$ cat src/sv/tgtc_pkg.sv
`timescale 1ns / 1ps
// ----------------------------------------------------------------------------
// tgtc_pkg
// Types and constants for the time-gap trigger clusterer.
// ----------------------------------------------------------------------------
package tgtc_pkg;

    localparam int INDEX_WIDTH = 32;
    localparam int TIME_W      = 63;
    localparam int FREQ_W      = 40;
    localparam int SNR_W       = 32;
    localparam int WORD_W      = 64;
    localparam int CNT_W       = 32;
    localparam int GAP_W       = 40;
    localparam int CFG_W       = 40;
    localparam int CFG_IDX_W   = 1;

    localparam logic [GAP_W-1:0] GAP_LIMIT_RESET     = GAP_W'(64'd4294967296);
    localparam logic [SNR_W-1:0] SNR_THRESHOLD_RESET = SNR_W'(32'd655360);

    // Register indexes of the configuration port.
    localparam logic [CFG_IDX_W-1:0] REG_GAP_LIMIT     = 1'b0;
    localparam logic [CFG_IDX_W-1:0] REG_SNR_THRESHOLD = 1'b1;

    // Input item commands.
    localparam logic CMD_TRIGGER = 1'b0;
    localparam logic CMD_FLUSH   = 1'b1;

    typedef struct packed {
        logic              cmd;
        logic [TIME_W-1:0] peak_time;
        logic [TIME_W-1:0] start_time;
        logic [TIME_W-1:0] end_time;
        logic [FREQ_W-1:0] peak_freq;
        logic [FREQ_W-1:0] low_freq;
        logic [FREQ_W-1:0] high_freq;
        logic [SNR_W-1:0]  snr_in;
        logic [WORD_W-1:0] amp_in;
        logic [WORD_W-1:0] quality_in;
    } t_trig;

    typedef struct packed {
        logic [TIME_W-1:0] cl_time;
        logic [TIME_W-1:0] cl_start;
        logic [TIME_W-1:0] cl_end;
        logic [FREQ_W-1:0] cl_freq;
        logic [FREQ_W-1:0] cl_low_freq;
        logic [FREQ_W-1:0] cl_high_freq;
        logic [SNR_W-1:0]  cl_snr;
        logic [WORD_W-1:0] cl_amp;
        logic [WORD_W-1:0] cl_quality;
        logic [CNT_W-1:0]  cl_first_index;
        logic [CNT_W-1:0]  cl_size;
    } t_cluster;

endpackage

$ cat src/sv/time_gap_trigger_clusterer.sv
`timescale 1ns / 1ps
// ----------------------------------------------------------------------------
// time_gap_trigger_clusterer
// Groups time-sorted triggers into clusters separated by a time gap and
// emits each closed cluster whose peak SNR reaches the threshold.
// ----------------------------------------------------------------------------
//  Channel   Direction  Handshake          Payload
//  trigger   in         i_valid / o_stall  i_data  (t_trig)
//  cluster   out        o_valid / i_stall  o_data  (t_cluster)
//  config    in         i_cfg_we           i_cfg_index, i_cfg_data
//
//  One item is taken per cycle while o_stall is low; the join test and the
//  bound updates are a single 64-bit subtract-compare plus min/max selects
//  in front of the cluster registers. Reset (synchronous, active low) empties
//  the block and loads the register defaults. An output register plus one
//  skid entry absorb a stalled output; o_stall rises only while the skid
//  entry is occupied.
// ----------------------------------------------------------------------------
module time_gap_trigger_clusterer
    import tgtc_pkg::*;
(
    input  logic                 i_clk,
    input  logic                 i_rst_n,
    input  logic                 i_valid,
    output logic                 o_stall,
    input  t_trig                i_data,
    output logic                 o_valid,
    input  logic                 i_stall,
    output t_cluster             o_data,
    input  logic                 i_cfg_we,
    input  logic [CFG_IDX_W-1:0] i_cfg_index,
    input  logic [CFG_W-1:0]     i_cfg_data
);

    localparam logic [INDEX_WIDTH-1:0] INDEX_MAX = '1;
    localparam logic [CNT_W-1:0]       CNT_MAX   = '1;

    logic [GAP_W-1:0]       r_gap_limit;
    logic [SNR_W-1:0]       r_snr_threshold;
    logic                   r_open;
    logic [INDEX_WIDTH-1:0] r_item_counter;
    t_cluster               r_acc;
    t_cluster               n_acc;
    t_cluster               r_out;
    logic                   r_out_valid;
    t_cluster               r_skid;
    logic                   r_skid_valid;

    logic                   w_accept;
    logic                   w_flush;
    logic [WORD_W-1:0]      w_diff;
    logic                   w_join;
    logic                   w_loud;
    logic                   w_emit;
    logic                   w_out_free;
    logic [WORD_W-1:0]      w_cnt_wide;
    logic [CNT_W-1:0]       w_first_index;

    assign o_stall    = r_skid_valid;
    assign w_accept   = i_valid && !o_stall;
    assign w_flush    = (i_data.cmd == CMD_FLUSH);
    assign o_valid    = r_out_valid;
    assign o_data     = r_out;
    assign w_out_free = !r_out_valid || !i_stall;

    // A start before the cluster end borrows and always joins.
    assign w_diff = {1'b0, i_data.start_time} - {1'b0, r_acc.cl_end};
    assign w_join = r_open &&
                    (w_diff[WORD_W-1] ||
                     (w_diff[TIME_W-1:0] < TIME_W'(r_gap_limit)));
    assign w_loud = r_open && (r_acc.cl_snr >= r_snr_threshold);
    assign w_emit = w_accept && w_loud && (w_flush || !w_join);

    assign w_cnt_wide    = WORD_W'(r_item_counter);
    assign w_first_index = (w_cnt_wide > WORD_W'(CNT_MAX)) ? CNT_MAX
                                                           : w_cnt_wide[CNT_W-1:0];

    always_comb begin
        n_acc = r_acc;
        if (w_join) begin
            if (r_acc.cl_size != CNT_MAX) begin
                n_acc.cl_size = r_acc.cl_size + CNT_W'(1);
            end
            if (i_data.end_time > r_acc.cl_end) begin
                n_acc.cl_end = i_data.end_time;
            end
            if (i_data.start_time < r_acc.cl_start) begin
                n_acc.cl_start = i_data.start_time;
            end
            if (i_data.high_freq > r_acc.cl_high_freq) begin
                n_acc.cl_high_freq = i_data.high_freq;
            end
            if (i_data.low_freq < r_acc.cl_low_freq) begin
                n_acc.cl_low_freq = i_data.low_freq;
            end
            // Only a strictly louder tile takes over the peak fields.
            if (i_data.snr_in > r_acc.cl_snr) begin
                n_acc.cl_snr     = i_data.snr_in;
                n_acc.cl_amp     = i_data.amp_in;
                n_acc.cl_time    = i_data.peak_time;
                n_acc.cl_freq    = i_data.peak_freq;
                n_acc.cl_quality = i_data.quality_in;
            end
        end else begin
            n_acc.cl_end         = i_data.end_time;
            n_acc.cl_start       = i_data.start_time;
            n_acc.cl_high_freq   = i_data.high_freq;
            n_acc.cl_low_freq    = i_data.low_freq;
            n_acc.cl_size        = CNT_W'(1);
            n_acc.cl_snr         = i_data.snr_in;
            n_acc.cl_amp         = i_data.amp_in;
            n_acc.cl_time        = i_data.peak_time;
            n_acc.cl_freq        = i_data.peak_freq;
            n_acc.cl_quality     = i_data.quality_in;
            n_acc.cl_first_index = w_first_index;
        end
    end

    // Control state.
    always_ff @(posedge i_clk) begin
        if (!i_rst_n) begin
            r_gap_limit     <= GAP_LIMIT_RESET;
            r_snr_threshold <= SNR_THRESHOLD_RESET;
            r_open          <= 1'b0;
            r_item_counter  <= '0;
            r_out_valid     <= 1'b0;
            r_skid_valid    <= 1'b0;
        end else begin
            if (i_cfg_we) begin
                case (i_cfg_index)
                    REG_GAP_LIMIT:     r_gap_limit     <= i_cfg_data[GAP_W-1:0];
                    REG_SNR_THRESHOLD: r_snr_threshold <= i_cfg_data[SNR_W-1:0];
                    default:           ;
                endcase
            end
            if (w_accept) begin
                if (w_flush) begin
                    r_open         <= 1'b0;
                    r_item_counter <= '0;
                end else begin
                    r_open <= 1'b1;
                    if (r_item_counter != INDEX_MAX) begin
                        r_item_counter <= r_item_counter + INDEX_WIDTH'(1);
                    end
                end
            end
            if (w_out_free) begin
                if (r_skid_valid) begin
                    r_out_valid  <= 1'b1;
                    r_skid_valid <= 1'b0;
                end else begin
                    r_out_valid <= w_emit;
                end
            end else if (w_emit) begin
                r_skid_valid <= 1'b1;
            end
        end
    end

    // Cluster and result payload.
    always_ff @(posedge i_clk) begin
        if (w_accept && !w_flush) begin
            r_acc <= n_acc;
        end
        if (w_out_free) begin
            if (r_skid_valid) begin
                r_out <= r_skid;
            end else if (w_emit) begin
                r_out <= r_acc;
            end
        end else if (w_emit) begin
            r_skid <= r_acc;
        end
    end

    a_skid_needs_out: assert property (@(posedge i_clk) disable iff (!i_rst_n)
        r_skid_valid |-> r_out_valid)
        else $error("skid entry occupied while output register is empty");

    a_no_emit_when_full: assert property (@(posedge i_clk) disable iff (!i_rst_n)
        r_skid_valid |-> !w_emit)
        else $error("result produced while skid entry is occupied");

    a_flush_closes: assert property (@(posedge i_clk) disable iff (!i_rst_n)
        (w_accept && w_flush) |=> (!r_open && r_item_counter == '0))
        else $error("flush did not empty the block");

    a_trigger_opens: assert property (@(posedge i_clk) disable iff (!i_rst_n)
        (w_accept && !w_flush) |=> r_open)
        else $error("trigger left no open cluster");

endmodule

$ cat config.mk
export PLATFORM = sky130hd
export DESIGN_NAME = time_gap_trigger_clusterer
export DESIGN_NICKNAME = d
export VERILOG_FILES = /design/src/sv/tgtc_pkg.sv /design/src/sv/time_gap_trigger_clusterer.sv
export SDC_FILE = /design/constraint.sdc
export NUM_CORES = 2
export LEC_CHECK = 0
export BUFFER_PORTS_ARGS = -buffer_cell sky130_fd_sc_hd__buf_2
export CAP_MARGIN = 20
export CORE_MARGIN = 1.5
export CORE_UTILIZATION = 41
export CTS_BUF_LIST = sky130_fd_sc_hd__clkbuf_16
export CTS_CLUSTER_SIZE = 8
export DETAILED_ROUTE_END_ITERATION = 6
export GPL_TIMING_DRIVEN = 0
export PLACE_DENSITY_LB_ADDON = 0.05
export RECOVER_POWER = 100
export SLEW_MARGIN = 20
export SYNTH_ARGS = -nofsm -noshare
export SYNTH_HDL_FRONTEND = slang
export SYNTH_SLANG_ARGS = --single-unit
$ cat constraint.sdc
create_clock -name i_clk -period 80.4 [get_ports i_clk]
set_clock_uncertainty 0.2 [all_clocks]
set_input_delay 16.08 -clock i_clk [delete_from_list [all_inputs] [get_ports i_clk]]
set_output_delay 16.08 -clock i_clk [all_outputs]
set_load 0.1 [all_outputs]
==> results.ini <==
[status]
status=finished, violations left
violations=max-capacitance violations, max-slew violations

[sta]
relSlewSlack=-1.08
finalSetupViolations=0
tns_ps=0
fin_crit_ps=30960
finalHoldViolations=0
tightest_slew_ps=3130
rsz0062_at_grt=false
fmax_mhz=32.3
slew_violations=932
setup_slack_ps=49440
fin_crit_sh=0.385

[power]
p_sw_mw=0.525
pwr-share-comb=0.098
ir_drop_uv=19.7
seqPwrFrac=0.487
power.density_mw_per_mm2=24.8
power_leakage_nw=29.8
internal-power_mw=1.58
clockPowerShare=0.416
switching_share=0.250

[critical_path]
reg2reg_slack_ps=64500
critPathMaxFanout=44
cpMostUsedCell=clkbuf_1
critical_path_class=input pin to flip-flop
endpoint_kind=flip-flop
arrival_ps=31170
required_ps=80610
critPathMaxStageDelay_ps=2020
startpoint_type=input pin
crit_path_top_delay_cell=clkbuf_1

[global_routing]
overflow=0
grt_pass1_vias=44400
grt_max_degree=50
antenna_found_initial=130
grt_pass1_wl_um=310000
track_usage=0.245

[synthesis]
syn_nets=5724
synth_edf_count=1599
synthFlopType=edfxtp_1
yosysUniqueCellTypes=78
synth_seq_cells=1706
syn_area_mm2=0.0710
yosys_warnings=0
ys_seq_area_frac=0.707
synth_area_per_cell_um2=14.7
async_flop_share=0
synthCells=4835

[detailed_routing]
via_per_inst=5.17
drt_first_pass_iters=6
vias=44500
wl_um=219000
drt_iter0_drc=2840
drc=0
wl_per_cell_um=25.5
antenna_left=0

[worst_hold_path]
hold_class=flip-flop to flip-flop

[cts]
clock_latency_ps=860
cts_tree=yes
postCtsResizedCells=0
cts_setup_buffers=0
clkTransAtPathRegs_ps=50
h-tree-depth=4
clk_path_buf_depth=3
cts.sinks=1706
numCtsBuffers=232
cts-hold-fix-buffers=0
cts-root-buf=clkbuf_16

[place]
dp_slack_ps=56650
portBuffers=1049
dp_hpwl_um=170000
place_congestion=0.893

[floorplan]
die_x_um=419
dieArea_mm2=0.176
num_rows=152
die_y_um=419
core_region_area_mm2=0.172
start_util=0.413
top_level_ports=1051

[cells_and_area]
layout-drive-gt1-share=0.135
synthToLayoutAreaGrowth_pct=19.3
final_nets=7068

[run]
maxCapViolCount=28

-- critical path: cells and delay by family --
family	cells	cell delay, ps
buf+inv	7	8660
simple gates	14	4010
compound gates	4	1450
fa+ha+maj	2	660
xor+xnor	1	130
-- routing by layer --
layer  global-route usage  vias up  wire, um
met2                0.425     1337    109000
li1                     -    20800         -
met5                    0        -       425
met4               0.0888       66      9020
met3               0.0621      495     14900
met1                0.292    21800     86200
-- cell usage in the layout, fill, tap and decap left out, types with 52 or more instances in the layout --
cell type  synthesis  layout
mux2_2           295     286
o21ai_0          357     357
nand4_1           89      89
nand3_1           52      52
nor2_1           121     121
clkbuf_16          0     232
a21oi_1          200     201
a21o_1            94      94
buf_2              4     290
dfxtp_1          107     107
a21boi_0          73      73
inv_1            330     394
edfxtp_1        1599    1599
ha_1             372     372
clkbuf_1         123     957
nand2_1          518     518
-- power groups by stage --
stage | Combinational, mW | Sequential, mW | Clock (mW)
floorplan | 0.0977 | 1.09 | 0
global placement | 0.207 | 1.06 | 0
detailed placement | 0.217 | 1.04 | 0
CTS | 0.218 | 1.02 | 0.896
global route | 0.225 | 1.02 | 0.929
finish | 0.205 | 1.02 | 0.874
-- worst paths after layout --
check                                 start     endpoint  cells after the start
worst min-delay path             r_acc[442]  r_skid[442]                      0
worst max register to register   r_acc[359]  r_skid[358]                     28
worst min register to register   r_acc[442]  r_skid[442]                      0
worst max-delay path            i_data[358]  r_skid[358]                     28
-- cells by family (layout without fill, tap and decap cells) --
kind of cell | after synthesis | in the layout | share of synthesized area
AO/OA/AOI/OAI | 884 | 884 | 0.0757
XOR/XNOR | 97 | 97 | 0.0120
adder cells (fa/ha/maj) | 373 | 373 | 0.0659
buffers and inverters | 471 | 1896 | 0.0254
flip-flops | 1706 | 1706 | 0.707
multiplexers | 302 | 302 | 0.0478
other | 0 | 41 | 0
AND/OR/NAND/NOR | 1002 | 1002 | 0.0663
-- Yosys cell counts (47+ instances only) --
master / count / area share
o21ai_0: 357 / 0.025
dfxtp_1: 107 / 0.030
mux2_2: 295 / 0.047
ha_1: 372 / 0.066
xor2_1: 47 / 0.0058
a21oi_1: 200 / 0.014
nand4_1: 89 / 0.0078
nor2_1: 121 / 0.0064
xnor2_1: 50 / 0.0062
nand3_1: 52 / 0.0037
nand2_1: 518 / 0.027
inv_1: 330 / 0.017
edfxtp_1: 1599 / 0.68
a21o_1: 94 / 0.0099
a21boi_0: 73 / 0.0077
clkbuf_1: 123 / 0.0065
-- final cells by class --
cell class / instances / area [um2]
clock buffers: 232 / 5810
inverters: 331 / 1240
flip-flops and latches: 1706 / 50200
multi-input cells: 2658 / 18900
plain buffers: 140 / 539
repair buffers: 1110 / 4520
well taps: 2310 / 2890
clock inverters: 83 / 528
fillers: 15500 / 87100
diodes: 41 / 103
-- registers in the layout, summed over array words and instances (netlist names) --
name,flops
r_skid,533
o_valid,1
r_acc,533
r_gap_limit,40
o_stall,1
r_item_counter,32
r_snr_threshold,32
r_open,1
o_data,533
-- metrics by stage --
stage | instances | instance area [um2] | power, mW | utilization | hold slack [ps]
6_report | 8611 | 84700 | 2.10 | 0.493 | 201
5_1_grt | 8595 | 84600 | 2.18 | 0.493 | 201
4_1_cts | 8570 | 87100 | 2.13 | 0.507 | 186
3_5_place_dp | 8255 | 80700 | 1.25 | 0.470 | 231
3_3_place_gp | 8194 | 79100 | 1.27 | 0.461 | 224
2_1_floorplan | 4835 | 71000 | 1.19 | - | 222
(Power assumes the default switching activity.)
